$ cat src/assert_macros.svh
// Assertion macros for the ramped gain matrix mixer.
// Users must have clk and arst_n in scope; no other dependencies.
`ifndef ASSERT_MACROS_SVH
`define ASSERT_MACROS_SVH

// Same-cycle implication, disabled while reset is asserted.
`define ASSERT_IMPLIES(label, ante, cons) \
	label: assert property (@(posedge clk) disable iff (!arst_n) (ante) |-> (cons)) \
		else $error("Same-cycle implication check failed.");

// Next-cycle implication, disabled while reset is asserted.
`define ASSERT_NEXT(label, ante, cons) \
	label: assert property (@(posedge clk) disable iff (!arst_n) (ante) |=> (cons)) \
		else $error("Next-cycle implication check failed.");

`endif

$ cat src/rgmm_pkg.sv
// Shared constants, types and helper functions for the ramped gain matrix mixer.
// Used by rgmm_lane, rgmm_merge and the top level; depends on nothing.
`default_nettype none

package rgmm_pkg;

	localparam int CHANNELS      = 8;
	localparam int OUT_CHANNELS  = 8;
	localparam int MAX_BLOCK     = 4096;

	localparam int SAMPLE_FIELDS = 8;
	localparam int OUT_FIELDS    = 8;
	localparam int ROWS  = (CHANNELS < SAMPLE_FIELDS) ? CHANNELS : SAMPLE_FIELDS;
	localparam int LANES = (OUT_CHANNELS < OUT_FIELDS) ? OUT_CHANNELS : OUT_FIELDS;

	localparam int GW        = 17;
	localparam int SAMPLE_W  = 24;
	localparam int OUT_W     = 24;
	localparam int FRAC_W    = 16;
	localparam int SRC_W     = 4;
	localparam int BLEN_W    = 13;
	localparam int CH_SEL_W  = 3;
	localparam int CFG_IDX_W = 4;
	localparam int CFG_DATA_W = 13;

	localparam int IDX_W     = $clog2(MAX_BLOCK);
	localparam int LEN_W     = $clog2(MAX_BLOCK + 1);
	localparam int NUM_W     = GW + IDX_W;
	localparam int ROW_W     = $clog2(ROWS);
	localparam int CNT_W     = $clog2(ROWS + 1);
	localparam int DIV_CNT_W = $clog2(GW);
	localparam int PROD_W    = SAMPLE_W + GW;
	localparam int ACC_W     = PROD_W + $clog2(ROWS);
	localparam int SH_W      = ACC_W - FRAC_W;

	localparam logic [SRC_W-1:0]  SRC_RESET  = SRC_W'(2);
	localparam logic [BLEN_W-1:0] BLEN_RESET = BLEN_W'(256);

	localparam logic signed [OUT_W-1:0] SAT_HI = {1'b0, {(OUT_W-1){1'b1}}};
	localparam logic signed [OUT_W-1:0] SAT_LO = {1'b1, {(OUT_W-1){1'b0}}};

	localparam logic CMD_GAIN  = 1'b0;
	localparam logic CMD_FRAME = 1'b1;

	localparam logic [CFG_IDX_W-1:0] CFG_SRC_CHANNELS = CFG_IDX_W'(0);
	localparam logic [CFG_IDX_W-1:0] CFG_BLOCK_LENGTH = CFG_IDX_W'(1);

	typedef enum logic [2:0] {
		ST_IDLE,
		ST_DIFF,
		ST_MUL,
		ST_DIV,
		ST_GAIN,
		ST_PROD,
		ST_ACC,
		ST_DONE
	} state_t;

	typedef struct packed {
		state_t            st;
		logic [ROW_W-1:0]  row;
		logic              clear;
		logic              commit;
	} lane_ctrl_t;

	typedef struct packed {
		logic              en;
		logic [ROW_W-1:0]  row;
		logic [GW-1:0]     value;
	} gain_wr_t;

	function automatic logic [LEN_W-1:0] clamp_len(input logic [BLEN_W-1:0] bl);
		int unsigned v;
		v = 32'(bl);
		if (v == 0)
			v = 1;
		if (v > MAX_BLOCK)
			v = MAX_BLOCK;
		return LEN_W'(v);
	endfunction

	// Floor shift by the gain fraction, then clamp to the output range.
	function automatic logic signed [OUT_W-1:0] sat_out(input logic signed [ACC_W-1:0] a);
		logic signed [SH_W-1:0] sh;
		sh = $signed(a[ACC_W-1:FRAC_W]);
		if (sh > SH_W'(SAT_HI))
			return SAT_HI;
		if (sh < SH_W'(SAT_LO))
			return SAT_LO;
		return sh[OUT_W-1:0];
	endfunction

endpackage

`default_nettype wire

$ cat src/rgmm_lane.sv
// One output-channel lane: holds its column of start and target gains,
// ramps each gain with a shared-step restoring divider and accumulates the mix.
// Depends on rgmm_pkg.
`default_nettype none

module rgmm_lane (
	input  wire logic                                clk,
	input  wire logic                                arst_n,
	input  wire rgmm_pkg::lane_ctrl_t                ctrl,
	input  wire rgmm_pkg::gain_wr_t                  wr,
	input  wire logic [rgmm_pkg::IDX_W-1:0]          idx,
	input  wire logic [rgmm_pkg::LEN_W-1:0]          len,
	input  wire logic signed [rgmm_pkg::SAMPLE_W-1:0] sample,
	output logic signed [rgmm_pkg::ACC_W-1:0]        acc
);

	logic [rgmm_pkg::GW-1:0] target_q [rgmm_pkg::ROWS];
	logic [rgmm_pkg::GW-1:0] start_q  [rgmm_pkg::ROWS];

	logic [rgmm_pkg::GW-1:0]        s_q;
	logic [rgmm_pkg::GW-1:0]        mag_q;
	logic                           neg_q;
	logic [rgmm_pkg::LEN_W-1:0]     rem_q;
	logic [rgmm_pkg::GW-1:0]        qsh_q;
	logic [rgmm_pkg::GW-1:0]        g_q;
	logic signed [rgmm_pkg::PROD_W-1:0] prod_q;
	logic signed [rgmm_pkg::ACC_W-1:0]  acc_q;

	logic [rgmm_pkg::GW:0]          diff;
	logic [rgmm_pkg::GW-1:0]        mag;
	logic [rgmm_pkg::NUM_W-1:0]     num;
	logic [rgmm_pkg::LEN_W:0]       trial;
	logic                           fits;
	logic signed [rgmm_pkg::PROD_W:0] prod_full;

	always_comb begin
		diff = {1'b0, target_q[ctrl.row]} - {1'b0, start_q[ctrl.row]};
		mag = diff[rgmm_pkg::GW] ? rgmm_pkg::GW'(-diff) : diff[rgmm_pkg::GW-1:0];
		num = rgmm_pkg::NUM_W'(mag_q) * rgmm_pkg::NUM_W'(idx);
		trial = {rem_q, qsh_q[rgmm_pkg::GW-1]};
		fits = (trial >= {1'b0, len});
		prod_full = sample * $signed({1'b0, g_q});
	end

	always_ff @(posedge clk or negedge arst_n) begin
		if (!arst_n) begin
			for (int r = 0; r < rgmm_pkg::ROWS; r++) begin
				target_q[r] <= '0;
				start_q[r] <= '0;
			end
		end else begin
			if (wr.en)
				target_q[wr.row] <= wr.value;
			if (ctrl.commit) begin
				for (int r = 0; r < rgmm_pkg::ROWS; r++)
					start_q[r] <= target_q[r];
			end
		end
	end

	always_ff @(posedge clk) begin
		if (ctrl.clear)
			acc_q <= '0;
		case (ctrl.st)
			rgmm_pkg::ST_DIFF: begin
				s_q <= start_q[ctrl.row];
				mag_q <= mag;
				neg_q <= diff[rgmm_pkg::GW];
			end
			rgmm_pkg::ST_MUL: begin
				rem_q <= rgmm_pkg::LEN_W'(num[rgmm_pkg::NUM_W-1:rgmm_pkg::GW]);
				qsh_q <= num[rgmm_pkg::GW-1:0];
			end
			rgmm_pkg::ST_DIV: begin
				rem_q <= fits ? rgmm_pkg::LEN_W'(trial - {1'b0, len})
					: trial[rgmm_pkg::LEN_W-1:0];
				qsh_q <= {qsh_q[rgmm_pkg::GW-2:0], fits};
			end
			rgmm_pkg::ST_GAIN: begin
				g_q <= neg_q ? (s_q - qsh_q) : (s_q + qsh_q);
			end
			rgmm_pkg::ST_PROD: begin
				prod_q <= prod_full[rgmm_pkg::PROD_W-1:0];
			end
			rgmm_pkg::ST_ACC: begin
				acc_q <= acc_q + rgmm_pkg::ACC_W'(prod_q);
			end
			default: begin
			end
		endcase
	end

	assign acc = acc_q;

endmodule

`default_nettype wire

$ cat config.mk
export PLATFORM = sky130hd
export DESIGN_NAME = rgmm_lane
export DESIGN_NICKNAME = d
export VERILOG_FILES = /design/src/assert_macros.svh /design/src/rgmm_pkg.sv /design/src/rgmm_lane.sv
export SDC_FILE = /design/constraint.sdc
export NUM_CORES = 2
export LEC_CHECK = 0
export BUFFER_PORTS_ARGS = -buffer_cell sky130_fd_sc_hd__clkbuf_2
export CAP_MARGIN = 30
export CORE_ASPECT_RATIO = 1.25
export CORE_MARGIN = 10
export CORE_UTILIZATION = 55
export DETAILED_ROUTE_END_ITERATION = 8
export PLACE_DENSITY_LB_ADDON = 0.05
export REMOVE_ABC_BUFFERS = 1
export SLEW_MARGIN = 5
export SYNTH_ARGS = -nofsm -noshare
export SYNTH_HDL_FRONTEND = slang
export SYNTH_SLANG_ARGS = --single-unit
$ cat constraint.sdc
create_clock -name clk -period 8.8 [get_ports clk]
set_input_delay 2.2 -clock clk [delete_from_list [all_inputs] [get_ports clk]]
set_output_delay 2.2 -clock clk [all_outputs]
set_load 0.02 [all_outputs]
==> results.sh <==
export IMPL_fmax_mhz=125
export IMPL_final_area_sq_um=47100
export IMPL_worstReg2RegStart="g_q[9]$_DFFE_PN_"
export IMPL_coreArea_sq_um=78600
export IMPL_synth_area_per_cell_sq_um=10.6
export IMPL_end_kind="flop"
export IMPL_syn_to_final_growth_pct=8.20
export IMPL_crit_path_cell_trace="clkbuf_2, and2_1, fa_1, inv_1, fa_1, fa_1, inv_1, fa_1, fa_1, inv_1, fa_1, inv_1, ha_1, a21oi_1, nor2b_1, o21ba_2, o21ai_1, a22oi_1, a21oi_1, o41a_1, and4b_1, or3_1"
export IMPL_yosys_most_used_dff="dfrtp_1"
export IMPL_final_core_util_pct=60.0
export IMPL_ys_async_sr_fraction_pct=62.0
export IMPL_crit_fanout=15
export IMPL_setup_viol=0
export IMPL_criticalPathCategory="input port to flop"
export IMPL_clock_sinks=439
export IMPL_period_needed_ps=7990
export IMPL_numCtsBuffers=46
export IMPL_die_x_microns=272
export IMPL_netlist_instances=4118
export IMPL_fin_crit_sh_pct=90.8
export IMPL_required_ps=9140
export IMPL_drtIter0Drc=1412
export IMPL_clock_latency_ps=600
export IMPL_port_buffers=123
export IMPL_die_height_microns=335
export IMPL_antenna_found_initial=1
export IMPL_cts_tree="built"
export IMPL_synth_seq_area_share_pct=27.1
export IMPL_drt_total_wl_microns=107000
export IMPL_drt_first_pass_iters=5
export IMPL_yosysUniqueCellTypes=76
export IMPL_grt_pass1_wl_microns=174000
export IMPL_maxCapViolations=0
export IMPL_multi_input_area_sq_um=28400
export IMPL_clockBufferDepth=3
export IMPL_placed_area_sq_um=45500
export IMPL_outcome="complete, no violations"
export IMPL_critPathLaunch="sample[11]"
export IMPL_slew_headroom_pct=32.9
export IMPL_fillers=6822
export IMPL_slowest_delay_ps=550
export IMPL_avgRoutedWirePerCell_microns=20.2
export IMPL_synth_edf_count=167
export IMPL_cts_root_buf="clkbuf_16"
export IMPL_worstRegToRegCells=24
export IMPL_grt_ovfl_total=0
export IMPL_cpMaxStageDelayCell="fa_1"
export IMPL_min_path_type="flop to flop"
export IMPL_crit_buf_inv=5
export IMPL_synth_warnings=0
export IMPL_rsz0062_at_grt="no"
export IMPL_regArea_sq_um=11800
export IMPL_hp_start="start_q[84]$_DFFE_PN0P_"
export IMPL_cts_resized=0
export IMPL_placementRows=115
export IMPL_syn_cell_area_sq_um=43500
export IMPL_drc=0
export IMPL_layout_common_cells="inv_1, fa_1, nand2_1"
export IMPL_fin_nets=5084
export IMPL_gp_congestion=0.922
export IMPL_dp_hpwl_microns=82900
export IMPL_cts_hold_fix_buffers=0
export IMPL_via_per_inst=5.50
export IMPL_dieArea_sq_um=90900
export IMPL_cts_htree_levels=2
export IMPL_path_common_cell="fa_1"
export IMPL_vias=29100
export IMPL_grt_max_degree=178
export IMPL_path_delay_family="adder cells"
export IMPL_cts_clk_slew_worst_paths_ps=60
export IMPL_drtAntennaViolNets=0
export IMPL_crit_cells=22
export IMPL_cp_start_kind="input port"
export IMPL_layout_drive_gt1_share_pct=15.7
export IMPL_cts_setup_buffers=0
export IMPL_grt_pass1_vias=32000
export IMPL_slew_viol_final=0
export IMPL_fin_skew_ps=15.6
export IMPL_worstPathArrival_ps=8330
export IMPL_synth_seq_cells=439
export IMPL_start_util_pct=55.4
export IMPL_hold_viol_final=0
export IMPL_final_common_cell="inv_1"
export IMPL_io_pins=124
export IMPL_grt_usage_pct=24.3
export IMPL_worst_slew_pin_slew_ps=1010
export IMPL_tns_ps=0
export IMPL_hold_depth=1
==> synth_stat cells (all sizes together), types with 11 or more instances <==
cell,n,area [sq um]
o21bai,19,143
mux4,68,1530
dfrtp,272,6810
edfxtp,167,5010
o21ai,84,428
a21oi,110,554
mux2,296,3330
nor3,36,180
inv,732,2750
and3,22,138
and2,272,1700
ha,257,3220
xnor2,107,937
xor2,51,447
a21o,60,450
a31oi,18,113
mux2i,24,240
nor2b,18,113
nand2,441,1660
nand4,11,68.8
a211oi,20,150
nor2,128,480
o21a,20,150
clkbuf,157,589
fa,550,11000
o31ai,11,82.6
nand2b,22,138
nand3,28,140
==> metrics by stage <==
| step | cells | hold slack, ps | setup slack (ps) |
|---|---|---|---|
| after floorplan | 3955 | 475 | 889 |
| after global placement | 5197 | 485 | 173 |
| after detailed placement | 5199 | 491 | 124 |
| after CTS | 5283 | 505 | 779 |
| after global routing | 5286 | 510 | 480 |
| final | 5287 | 501 | 811 |
==> final timing paths <==
path	endpoint	slack, ps
hold / removal	start_q[84]$_DFFE_PN0P_	500
setup reg to reg	prod_q[39]$_DFFE_PN_	1740
hold reg to reg	start_q[84]$_DFFE_PN0P_	500
max in group asynchronous	start_q[100]$_DFFE_PN0P_	5820
setup / recovery	prod_q[39]$_DFFE_PN_	810
min in group asynchronous	target_q[25]$_DFFE_PN0P_	1600
==> cell families after synthesis <==
group / synth area share, %
AOI/OAI and AO/OA: 6.10
xor gates and xnor gates: 3.18
adders and majority gates: 32.7
buffers and inverters: 7.72
DFF: 27.1
muxes: 11.7
and+or+nand+nor: 11.5
==> per-layer routing <==
layer  track usage (%)  part of all wire (%)  vias to the layer above
li1                  -                     -                    13400
met1              27.5                    38                    14900
met2              45.9                    54                      520
met3              2.41                   2.9                      207
met4              10.4                   4.6                        0
met5                 0                     0                        -
==> state kept, by name, summed over array words and instances, names as in the netlist <==
name and flops:
s_q 17, mag_q 17, start_q 136, g_q 17
qsh_q 17, acc 44, rem_q 13, prod_q 41
neg_q 1, target_q 136
==> layout make-up <==
type	instances	area share (%)
multi-input cells	2783	60.3
inverters	733	5.84
repair buffers	194	2.75
clock buffers	64	2.81
well taps	1053	2.80
flip-flops and latches	439	25.1
diodes	1	0.00531
clock inverters	20	0.438
Power is left out: the tool's default activity adds up to more than one toggle a clock period on the data nets, which glitch-free logic cannot reach.
