## config.mk

```make
export PLATFORM = sky130hd
export DESIGN_NAME = rgmm_merge
export DESIGN_NICKNAME = d
export VERILOG_FILES = /design/src/assert_macros.svh /design/src/rgmm_pkg.sv /design/src/rgmm_merge.sv
export SDC_FILE = /design/constraint.sdc
export NUM_CORES = 1
export LEC_CHECK = 0
export ABC_AREA = 1
export ABC_CLOCK_PERIOD_IN_PS = 900
export CAP_MARGIN = 30
export CELL_PAD_IN_SITES_DETAIL_PLACEMENT = 1
export CELL_PAD_IN_SITES_GLOBAL_PLACEMENT = 1
export CORE_AREA = 2 2 213 215
export DETAILED_ROUTE_END_ITERATION = 8
export DIE_AREA = 0 0 215 217
export DONT_BUFFER_PORTS = 1
export PLACE_DENSITY_LB_ADDON = 0.1
export RECOVER_POWER = 100
export REMOVE_ABC_BUFFERS = 1
export SYNTH_ARGS = -nofsm -noshare
export SYNTH_HDL_FRONTEND = slang
export SYNTH_SLANG_ARGS = --single-unit
```

## constraint.sdc

```tcl
create_clock -name clk -period 0.9 [get_ports clk]
set_input_delay 0.18 -clock clk [delete_from_list [all_inputs] [get_ports clk]]
set_output_delay 0.18 -clock clk [all_outputs]
set_load 0.02 [all_outputs]
```

## src/assert_macros.svh

```systemverilog
// Assertion macros for the ramped gain matrix mixer.
// Users must have clk and arst_n in scope; no other dependencies.
`ifndef ASSERT_MACROS_SVH
`define ASSERT_MACROS_SVH

// Same-cycle implication, disabled while reset is asserted.
`define ASSERT_IMPLIES(label, ante, cons) \
	label: assert property (@(posedge clk) disable iff (!arst_n) (ante) |-> (cons)) \
		else $error("Same-cycle implication check failed.");

// Next-cycle implication, disabled while reset is asserted.
`define ASSERT_NEXT(label, ante, cons) \
	label: assert property (@(posedge clk) disable iff (!arst_n) (ante) |=> (cons)) \
		else $error("Next-cycle implication check failed.");

`endif

```

## src/rgmm_pkg.sv

```systemverilog
// Shared constants, types and helper functions for the ramped gain matrix mixer.
// Used by rgmm_lane, rgmm_merge and the top level; depends on nothing.
`default_nettype none

package rgmm_pkg;

	localparam int CHANNELS      = 8;
	localparam int OUT_CHANNELS  = 8;
	localparam int MAX_BLOCK     = 4096;

	localparam int SAMPLE_FIELDS = 8;
	localparam int OUT_FIELDS    = 8;
	localparam int ROWS  = (CHANNELS < SAMPLE_FIELDS) ? CHANNELS : SAMPLE_FIELDS;
	localparam int LANES = (OUT_CHANNELS < OUT_FIELDS) ? OUT_CHANNELS : OUT_FIELDS;

	localparam int GW        = 17;
	localparam int SAMPLE_W  = 24;
	localparam int OUT_W     = 24;
	localparam int FRAC_W    = 16;
	localparam int SRC_W     = 4;
	localparam int BLEN_W    = 13;
	localparam int CH_SEL_W  = 3;
	localparam int CFG_IDX_W = 4;
	localparam int CFG_DATA_W = 13;

	localparam int IDX_W     = $clog2(MAX_BLOCK);
	localparam int LEN_W     = $clog2(MAX_BLOCK + 1);
	localparam int NUM_W     = GW + IDX_W;
	localparam int ROW_W     = $clog2(ROWS);
	localparam int CNT_W     = $clog2(ROWS + 1);
	localparam int DIV_CNT_W = $clog2(GW);
	localparam int PROD_W    = SAMPLE_W + GW;
	localparam int ACC_W     = PROD_W + $clog2(ROWS);
	localparam int SH_W      = ACC_W - FRAC_W;

	localparam logic [SRC_W-1:0]  SRC_RESET  = SRC_W'(2);
	localparam logic [BLEN_W-1:0] BLEN_RESET = BLEN_W'(256);

	localparam logic signed [OUT_W-1:0] SAT_HI = {1'b0, {(OUT_W-1){1'b1}}};
	localparam logic signed [OUT_W-1:0] SAT_LO = {1'b1, {(OUT_W-1){1'b0}}};

	localparam logic CMD_GAIN  = 1'b0;
	localparam logic CMD_FRAME = 1'b1;

	localparam logic [CFG_IDX_W-1:0] CFG_SRC_CHANNELS = CFG_IDX_W'(0);
	localparam logic [CFG_IDX_W-1:0] CFG_BLOCK_LENGTH = CFG_IDX_W'(1);

	typedef enum logic [2:0] {
		ST_IDLE,
		ST_DIFF,
		ST_MUL,
		ST_DIV,
		ST_GAIN,
		ST_PROD,
		ST_ACC,
		ST_DONE
	} state_t;

	typedef struct packed {
		state_t            st;
		logic [ROW_W-1:0]  row;
		logic              clear;
		logic              commit;
	} lane_ctrl_t;

	typedef struct packed {
		logic              en;
		logic [ROW_W-1:0]  row;
		logic [GW-1:0]     value;
	} gain_wr_t;

	function automatic logic [LEN_W-1:0] clamp_len(input logic [BLEN_W-1:0] bl);
		int unsigned v;
		v = 32'(bl);
		if (v == 0)
			v = 1;
		if (v > MAX_BLOCK)
			v = MAX_BLOCK;
		return LEN_W'(v);
	endfunction

	// Floor shift by the gain fraction, then clamp to the output range.
	function automatic logic signed [OUT_W-1:0] sat_out(input logic signed [ACC_W-1:0] a);
		logic signed [SH_W-1:0] sh;
		sh = $signed(a[ACC_W-1:FRAC_W]);
		if (sh > SH_W'(SAT_HI))
			return SAT_HI;
		if (sh < SH_W'(SAT_LO))
			return SAT_LO;
		return sh[OUT_W-1:0];
	endfunction

endpackage

`default_nettype wire

```

## src/rgmm_merge.sv

```systemverilog
// Merging stage: scales and saturates every lane's sum and holds the result
// item in the output register until it is taken. Depends on rgmm_pkg.
`default_nettype none

module rgmm_merge (
	input  wire logic                              clk,
	input  wire logic                              arst_n,
	input  wire logic                              load,
	input  wire logic signed [rgmm_pkg::ACC_W-1:0] acc [rgmm_pkg::LANES],
	input  wire logic                              out_ready,
	output logic                                   out_valid,
	output logic                                   free,
	output logic signed [rgmm_pkg::OUT_W-1:0]      result [rgmm_pkg::OUT_FIELDS]
);

	logic signed [rgmm_pkg::OUT_W-1:0] sat_val  [rgmm_pkg::OUT_FIELDS];
	logic signed [rgmm_pkg::OUT_W-1:0] result_q [rgmm_pkg::OUT_FIELDS];
	logic                              valid_q;

	for (genvar j = 0; j < rgmm_pkg::OUT_FIELDS; j++) begin : g_sat
		if (j < rgmm_pkg::LANES) begin : g_used
			assign sat_val[j] = rgmm_pkg::sat_out(acc[j]);
		end else begin : g_unused
			assign sat_val[j] = '0;
		end
	end

	always_ff @(posedge clk or negedge arst_n) begin
		if (!arst_n) begin
			valid_q <= 1'b0;
		end else if (load) begin
			valid_q <= 1'b1;
		end else if (out_ready) begin
			valid_q <= 1'b0;
		end
	end

	always_ff @(posedge clk) begin
		if (load) begin
			for (int j = 0; j < rgmm_pkg::OUT_FIELDS; j++)
				result_q[j] <= sat_val[j];
		end
	end

	assign out_valid = valid_q;
	assign free = !valid_q || out_ready;
	assign result = result_q;

endmodule

`default_nettype wire

```

==> results of run 1 <==
-- cells in the final DEF (no fill, tap or decap), drive strengths merged --
master,count
inv,3
diode,1
edfxtp,192
clkinv,5
clkbuf,18
nand2,386
dlygate4sd3,195
clkinvlp,3
a21o,8
buf,16
bufinv,5
nor2,16
o21ai,8
dfrtp,1
-- through the flow --
step	TNS, ps	power (W)	instance area (µm²)
2_1_floorplan	-31140	0.0131	7600
3_3_place_gp	-36980	0.0137	8580
3_5_place_dp	-45020	0.0138	8580
4_1_cts	-65340	0.0234	11200
5_1_grt	-62290	0.0238	11100
6_report	-51730	0.0228	11100
-- cells by family after synthesis --
kind of cell | Yosys count | share of synthesized area [%]
buffers and inverters | 42 | 3.93
AND/OR/NAND/NOR | 402 | 20.4
AO/OA/AOI/OAI | 16 | 2.41
flip-flops | 193 | 73.3
-- power by group through the flow --
stage               Clock [W]  Sequential, W  Combinational [W]
finish                0.00859         0.0124            0.00182
global route          0.00925         0.0125            0.00206
CTS                   0.00908         0.0124            0.00188
detailed placement          0         0.0126            0.00116
global placement            0         0.0127            0.00108
floorplan                   0         0.0123           0.000738
-- metal layers --
| layer | routed length [µm] | vias up | track usage (%) |
|---|---|---|---|
| met5 | 33 | - | 0 |
| met3 | 2110 | 42 | 4.79 |
| met2 | 12800 | 227 | 18.6 |
| met1 | 9340 | 2632 | 11.2 |
| met4 | 1010 | 4 | 6.97 |
| li1 | - | 2530 | - |
-- state kept, by name, summed over array words and instances (netlist names) --
register,flops
out_valid,1
result,192
-- cell type report --
class | instances | share of cell area [%]
Antenna cell | 1 | 0.0225
Clock buffer | 18 | 3.85
Clock inverter | 14 | 1.91
Inverter | 2 | 0.0674
Multi-Input combinational cell | 418 | 15.8
Sequential cell | 193 | 52.0
Tap cell | 600 | 6.74
Timing Repair Buffer | 211 | 19.6
-- timing repair --
action	in CTS	in global routing
setup buffers	0	0
pin swaps	1	0
endpoints found under the hold margin	386	193
gates cloned	0	0
setup endpoints to repair	194	194
resized for setup	2	0
-- path summary, 6_finish.rpt --
path	slack, ps	endpoint	startpoint
worst min register to register	630	out_valid	out_valid
worst max-delay path	-320	free	out_valid
worst min-delay path	-190	result[164]	load
min in group asynchronous	450	out_valid	arst_n
max in group asynchronous	340	out_valid	arst_n
worst max register to register	170	out_valid	out_valid
==> impl_metrics.toml, run 1 <==
[yosys]
synth_ff_type = "edfxtp_1"
synth_warnings = 0
ys_seq_area_share_pct = 73.3
synth_top_area_share_pct = 73.0
synth_cells = 653
async_flop_share_pct = 0.518
synth_area_leaders = "edfxtp_1 (73%), nand2_1 (16%), nand2_2 (3.2%), buf_6 (2.6%), o21ai_4 (1.6%)"
synthTopCellsByCount = "nand2_1 (345), edfxtp_1 (192), nand2_2 (41)"
avgSynthCellArea_um2 = 12.1
synth_area_mm2 = 0.00790
synth_area_leader_cell = "edfxtp_1"
synth-edff-count = 192
ys_ff_latch = 193
yosysMostFrequentCell = "nand2_1"
synthDistinctLibCells = 11

[placement]
gp_congestion = 0.771
port_buffers = 0
dp_hpwl_mm = 17.3
pre_cts_slack_ps = -442
dp_cells = 1229

[die]
fp-row-count = 78
start_util_pct = 17.7
die_y_um = 217
die-area_mm2 = 0.0467
ioPinCount = 550
coreArea_mm2 = 0.0447
fp.dieW_um = 215

[clock_network]
cts_tree = "built"
clock-root-buffer = "clkbuf_16"
clk_latency_ps = 480
cts_sinks = 193
clk_path_buf_depth = 2
cts_max_level = 4
cts_buffers = 17
path_clk_slew_ps = 70
cts_hold_buffers = 195

[power_and_ir_drop]
net-switching-power_w = 0.00601
leakage_nw = 4.31
powerDensity_mw_per_mm2 = 2050
ir_worst_vdd_uv = 978
netSwitchingFraction_pct = 26.4
p_int_w = 0.0168
power_frac_comb_pct = 8.0
p_seq_share_pct = 54.4
clkPwrFrac_pct = 37.6

[grt]
grt_max_degree = 194
grt_pass1_vias = 6200
antenna_found_initial = 3
track_usage_pct = 11.0
grt.overflow.total = 0
grt_pass1_wl_mm = 37.6

[critical_path]
reg2regPathDepth = 2
cp_num_buf_inv = 0
startpoint_type = "register"
critPathTopFamily = "flip-flops"
cp.depth = 1
critPathMaxStageDelay_ps = 410
worstSetupPathType = "register to primary output"
cp_max_fo = 2
cp_slowest_cell = "dfrtp_1"
worstPathArrival_ps = 1040
required_ps = 720
cp_cell_sequence = "nand2_2"
endpoint_kind = "primary output"

[sta]
setup_ws_ps = -316
finalSetupViolations = 194
maxSlewViolCount = 0
fin_crit_sh_pct = 135
tightest_slew_ps = 762
hold_violations = 78
fmax_mhz = 823
grt_setup_unrepaired = "yes"
fin_skew_ps = 0
holdWs_ps = -185
timing.final.crit_period_ps = 1220
slew-limit-headroom_pct = 49.0

[min_path]
whs_path_depth = 0
hold_path.class = "input pin to register"

[cells_and_area]
final_nets = 1199
drive_gt1_share_pct = 9.00
fin_util_pct = 24.9
seq_area_mm2 = 0.00579
fill_cells = 5057
post_layout_nonfiller_instances = 1457
multiInputGateArea_mm2 = 0.00176
area_growth_pct = 40.9

[detailed_routing]
drt-total-wl_mm = 25.3
dr.pass1.iters = 4
dr_total_vias = 5435
drc_errors = 0
drt-initial-drc-count = 264
vias_per_cell = 3.73
ant_nets = 0
wl_per_cell_um = 17.4

[outcome]
status = "finished, violations left"
violations = "negative hold slack, negative setup slack"

[run]
maxCapViolCount = 0
Note: power is estimated with default switching activity, not from simulation.
==> inputs of run 2 (changes only) <==
--- a/config.mk
+++ b/config.mk
@@ -8,7 +8,7 @@
 export ABC_AREA = 1
 export ABC_CLOCK_PERIOD_IN_PS = 900
 export CAP_MARGIN = 30
-export CELL_PAD_IN_SITES_DETAIL_PLACEMENT = 1
+export CELL_PAD_IN_SITES_DETAIL_PLACEMENT = 0
 export CELL_PAD_IN_SITES_GLOBAL_PLACEMENT = 1
 export CORE_AREA = 2 2 213 215
 export DETAILED_ROUTE_END_ITERATION = 8
@@ -20,3 +20,4 @@
 export SYNTH_ARGS = -nofsm -noshare
 export SYNTH_HDL_FRONTEND = slang
 export SYNTH_SLANG_ARGS = --single-unit
+export TNS_END_PERCENT = 10
==> run 2 against run 1 <==
Register-to-register slack hardly changed. First-iteration DRC count is 18% lower. Core utilization is 0.13 points lower. Power decreased by 3.2%. Clock skew stayed put. Clock power shrank 8.4%. The flow still finishes with violations (negative hold slack, negative setup slack).
==> impl_metrics.toml, run 2 (synthesis results as in run 1) <==
[critical_path]
worstSetupPathType = "register to primary output"
cp_max_fo = 1
endpoint_kind = "primary output"
required_ps = 720
startpoint_type = "register"
worstPathArrival_ps = 1020

[grt]
grt.overflow.total = 0
grt_max_degree = 194
track_usage_pct = 10.4
grt_pass1_vias = 5818
grt_pass1_wl_mm = 35.4
antenna_found_initial = 2

[clock_network]
cts_tree = "built"
clock-root-buffer = "clkbuf_16"
cts_max_level = 4
clk_path_buf_depth = 2
cts_hold_buffers = 195
cts_sinks = 193
cts_buffers = 17
path_clk_slew_ps = 70
clk_latency_ps = 480

[cells_and_area]
final_cell_mix = "nand2_1 (358), dlygate4sd3_1 (195), edfxtp_1 (192), nand2_2 (28), clkbuf_16 (17)"
area_growth_pct = 40.2
final_common_cell = "nand2_1"
fin_area_mm2 = 0.0111
largest_reg_flops = 192
final_nets = 1199
drive_gt1_share_pct = 9.13
post_layout_nonfiller_instances = 1454
insertedDiodeCount = 0

[detailed_routing]
ant_nets = 0
dr_total_vias = 5363
drt-initial-drc-count = 216
dr.pass1.iters = 4
wl_per_cell_um = 16.6
vias_per_cell = 3.69
drc_errors = 0
drt-total-wl_mm = 24.1

[sta]
grt_setup_unrepaired = "yes"
timing.final.crit_period_ps = 1200
finalSetupViolations = 194
maxSlewViolCount = 0
fin_skew_ps = 0
fin_crit_sh_pct = 134
setup_ws_ps = -304
fmax_mhz = 830
holdWs_ps = -183
tightest_slew_ps = 751
hold_violations = 140
slew-limit-headroom_pct = 49.8

[die]
start_util_pct = 17.7
fp-row-count = 78
coreArea_mm2 = 0.0447
ioPinCount = 550
fp.dieW_um = 215
die_y_um = 217
die-area_mm2 = 0.0467

[outcome]
violations = "negative hold slack, negative setup slack"
status = "finished, violations left"

[run]
maxCapViolCount = 0

[power_and_ir_drop]
ir_worst_vdd_uv = 967
powerDensity_mw_per_mm2 = 1990
leakage_nw = 4.28

[placement]
port_buffers = 0
dp_cells = 1229
post_dp_cell_area_mm2 = 0.00858
dp_hpwl_mm = 16.5
gp_congestion = 0.771

[min_path]
hold_path.class = "input pin to register"
## run 2: cell count changes in the layout (fill, tap and decap cells not counted), sizes merged
| cell | previous run | this run |
|---|---|---|
| clkinv | 5 | 7 |
| bufinv | 5 | 3 |
| diode | 1 | 0 |
| clkinvlp | 3 | 2 |
| inv | 3 | 2 |
## run 2: timing repair
item,4_1_cts,5_1_grt
resized for setup,2,0
setup buffers,0,0
endpoints found under the setup margin,194,194
pin swaps,1,0
endpoints found under the hold margin,386,193
## run 2: worst register-to-register path, cell delays in order (launching register included)
cell and delay, ps:
dfrtp_1 400, nand2_2 140, nand2_1 70
## run 2: area by class of cell
cell class / instances / area (µm²)
Inverter: 2 / 7.51
Sequential cell: 193 / 5790
Timing Repair Buffer: 211 / 2190
Clock buffer: 18 / 429
Tap cell: 600 / 751
Clock inverter: 12 / 144
Fill cell: 4818 / 33600
Multi-Input combinational cell: 418 / 1770
## run 2: metal layers
layer / vias up / GRT usage (%) / share of wire [%]
li1: 2522 / - / -
met1: 2531 / 10.4 / 36
met4: 4 / 6.34 / 4.0
met2: 253 / 17.2 / 50
met3: 53 / 5.48 / 9.8
met5: - / 0 / 0.14
## run 2: through the flow
stage / hold slack (ps) / setup WS, ps / TNS [ps] / util, % / power, W
after floorplan: -116 / -414 / -31140 / - / 0.0131
after global placement: -116 / -366 / -36980 / 19.2 / 0.0137
after detailed placement: -116 / -414 / -40310 / 19.2 / 0.0137
after CTS: -256 / -386 / -65050 / 24.9 / 0.0226
after global routing: -237 / -381 / -62970 / 24.8 / 0.0231
final: -183 / -304 / -50350 / 24.8 / 0.0221
## run 2: where the power goes
group          internal (W)  switching, W
Clock               0.00430       0.00358
Combinational      0.000973      0.000838
Sequential           0.0109       0.00148
## run 2: path summary, 6_finish.rpt
kind                            cells after the start       start          end  slack [ps]
min in group asynchronous                           2      arst_n    out_valid         450
worst max register to register                      2   out_valid    out_valid         170
worst max-delay path                                0  result[77]   result[77]        -300
worst min register to register                      2   out_valid    out_valid         620
worst min-delay path                                0        load  result[153]        -180
max in group asynchronous                           2      arst_n    out_valid         340
==> inputs of run 3 (changes only) <==
--- a/config.mk
+++ b/config.mk
@@ -14,6 +14,7 @@
 export DETAILED_ROUTE_END_ITERATION = 8
 export DIE_AREA = 0 0 215 217
 export DONT_BUFFER_PORTS = 1
+export HOLD_SLACK_MARGIN = 0.05
 export PLACE_DENSITY_LB_ADDON = 0.1
 export RECOVER_POWER = 100
 export REMOVE_ABC_BUFFERS = 1
==> run 3 against run 2 <==
The flow still finishes with violations (negative hold slack, negative setup slack). Sequential cell count is the same. Hold slack about the same. Final area unchanged. Clock skew did not move. Via count grew 0.43%. Register-to-register slack hardly changed. Final cell count up 0.21%. Largest cell class unchanged.
==> impl_metrics.toml, run 3 (synthesis results as in run 1) <==
[outcome]
status = "finished, violations left"
violations = "negative hold slack, negative setup slack"

[cells_and_area]
largest_reg_flops = 192
seq_area_mm2 = 0.00579
area_growth_pct = 40.2
final_nets = 1202
insertedDiodeCount = 0
final_cell_mix = "nand2_1 (358), dlygate4sd3_1 (195), edfxtp_1 (192), nand2_2 (28), clkbuf_16 (17)"
multiInputGateArea_mm2 = 0.00176
fin_util_pct = 24.8
final_common_cell = "nand2_1"
post_layout_nonfiller_instances = 1457
fin_area_mm2 = 0.0111
drive_gt1_share_pct = 8.87
fill_cells = 4819

[clock_network]
cts_buffers = 17
clock-root-buffer = "clkbuf_16"
post_cts_buffers = 0
path_clk_slew_ps = 70
clk_path_buf_depth = 2
cts_max_level = 4
cts_sinks = 193
cts_tree = "built"
clk_latency_ps = 480

[die]
coreArea_mm2 = 0.0447
ioPinCount = 550
fp-row-count = 78
start_util_pct = 17.7
die_y_um = 217
die-area_mm2 = 0.0467
fp.dieW_um = 215

[critical_path]
r2r-start = "out_valid"
rrSetupSlack_ps = 180
endpoint_kind = "primary output"
startpoint_type = "register"
reg2regPathDepth = 2
required_ps = 720
cp_max_fo = 1
r2r_end = "out_valid"
worstSetupPathType = "register to primary output"
worstPathArrival_ps = 1020

[grt]
grt_pass1_vias = 5820
grt.overflow.total = 0
antenna_found_initial = 2
grt_max_degree = 194
grt_pass1_wl_mm = 35.4
track_usage_pct = 10.4

[sta]
grt_setup_unrepaired = "yes"
timing.final.crit_period_ps = 1200
hold_violations = 159
holdWs_ps = -183
setup_ws_ps = -302
tightest_slew_ps = 751
fin_crit_sh_pct = 134
fin_skew_ps = 0
slew-limit-headroom_pct = 49.8
fmax_mhz = 832
finalSetupViolations = 194
maxSlewViolCount = 0

[placement]
dp_cells = 1229
dp_hpwl_mm = 16.5
post_dp_cell_area_mm2 = 0.00858
port_buffers = 0
gp_congestion = 0.771

[min_path]
hold_end = "result[153]"
whs_path_depth = 0
hold_path.class = "input pin to register"
hold_start = "load"

[power_and_ir_drop]
powerDensity_mw_per_mm2 = 1990
p_int_w = 0.0162
p_seq_share_pct = 56.2
net-switching-power_w = 0.00587
clkPwrFrac_pct = 35.6
netSwitchingFraction_pct = 26.6
power_frac_comb_pct = 8.2
leakage_nw = 4.28
ir_worst_vdd_uv = 967

[detailed_routing]
ant_nets = 0
vias_per_cell = 3.70
dr_total_vias = 5386
dr.pass1.iters = 4
drt-initial-drc-count = 229
drc_errors = 0
drt-total-wl_mm = 24.1
wl_per_cell_um = 16.6

[run]
maxCapViolCount = 0
## run 3: through the flow
stage                     setup TNS [ps]  worst slack [ps]  hold WS, ps  total power (W)
after floorplan                   -31140              -414         -116           0.0131
after global placement            -36980              -366         -116           0.0137
after detailed placement          -40310              -414         -116           0.0137
after CTS                         -65050              -386         -256           0.0226
after global routing              -63010              -381         -237           0.0231
final                             -50250              -302         -183           0.0221
## run 3: worst max-delay path by stage
| stage | cells after the start | start | end | slack [ps] |
|---|---|---|---|---|
| final | 0 | result[77] | result[77] | -300 |
| after global routing | 1 | out_valid | free | -380 |
| after CTS | 0 | result[9] | result[9] | -390 |
| after detailed placement | 4 | acc[83] | result[25] | -410 |
| after global placement | 4 | acc[83] | result[26] | -370 |
| after floorplan | 3 | acc[85] | result[24] | -410 |
## run 3: per-layer routing
metal | track usage (%) | up-vias | wire length (µm)
met5 | 0 | - | 33
met4 | 6.34 | 4 | 967
met3 | 5.48 | 53 | 2310
met2 | 17.2 | 246 | 12100
met1 | 10.4 | 2553 | 8750
li1 | - | 2530 | -
## run 3: what timing repair did
item | in CTS | in global routing
hold buffers | 195 | 3
gates cloned | 0 | 0
pin swaps | 1 | 0
resized for setup | 2 | 3
setup endpoints to repair | 194 | 231
hold endpoints to repair | 386 | 196
## run 3: final cells by class
cell class	instances	share of cell area, %
inverter	2	0.0678
sequential	193	52.3
clock inverter	12	1.30
clock buffer	18	3.87
timing repair buffer	214	19.9
tap	600	6.78
multi-input combinational	418	15.9
## run 3: power groups by stage
| stage | Combinational, W | Sequential (W) | Clock [W] |
|---|---|---|---|
| 2_1_floorplan | 0.000738 | 0.0123 | 0 |
| 3_3_place_gp | 0.00108 | 0.0127 | 0 |
| 3_5_place_dp | 0.00113 | 0.0126 | 0 |
| 4_1_cts | 0.00186 | 0.0124 | 0.00833 |
| 5_1_grt | 0.00204 | 0.0125 | 0.00856 |
| 6_report | 0.00181 | 0.0124 | 0.00785 |
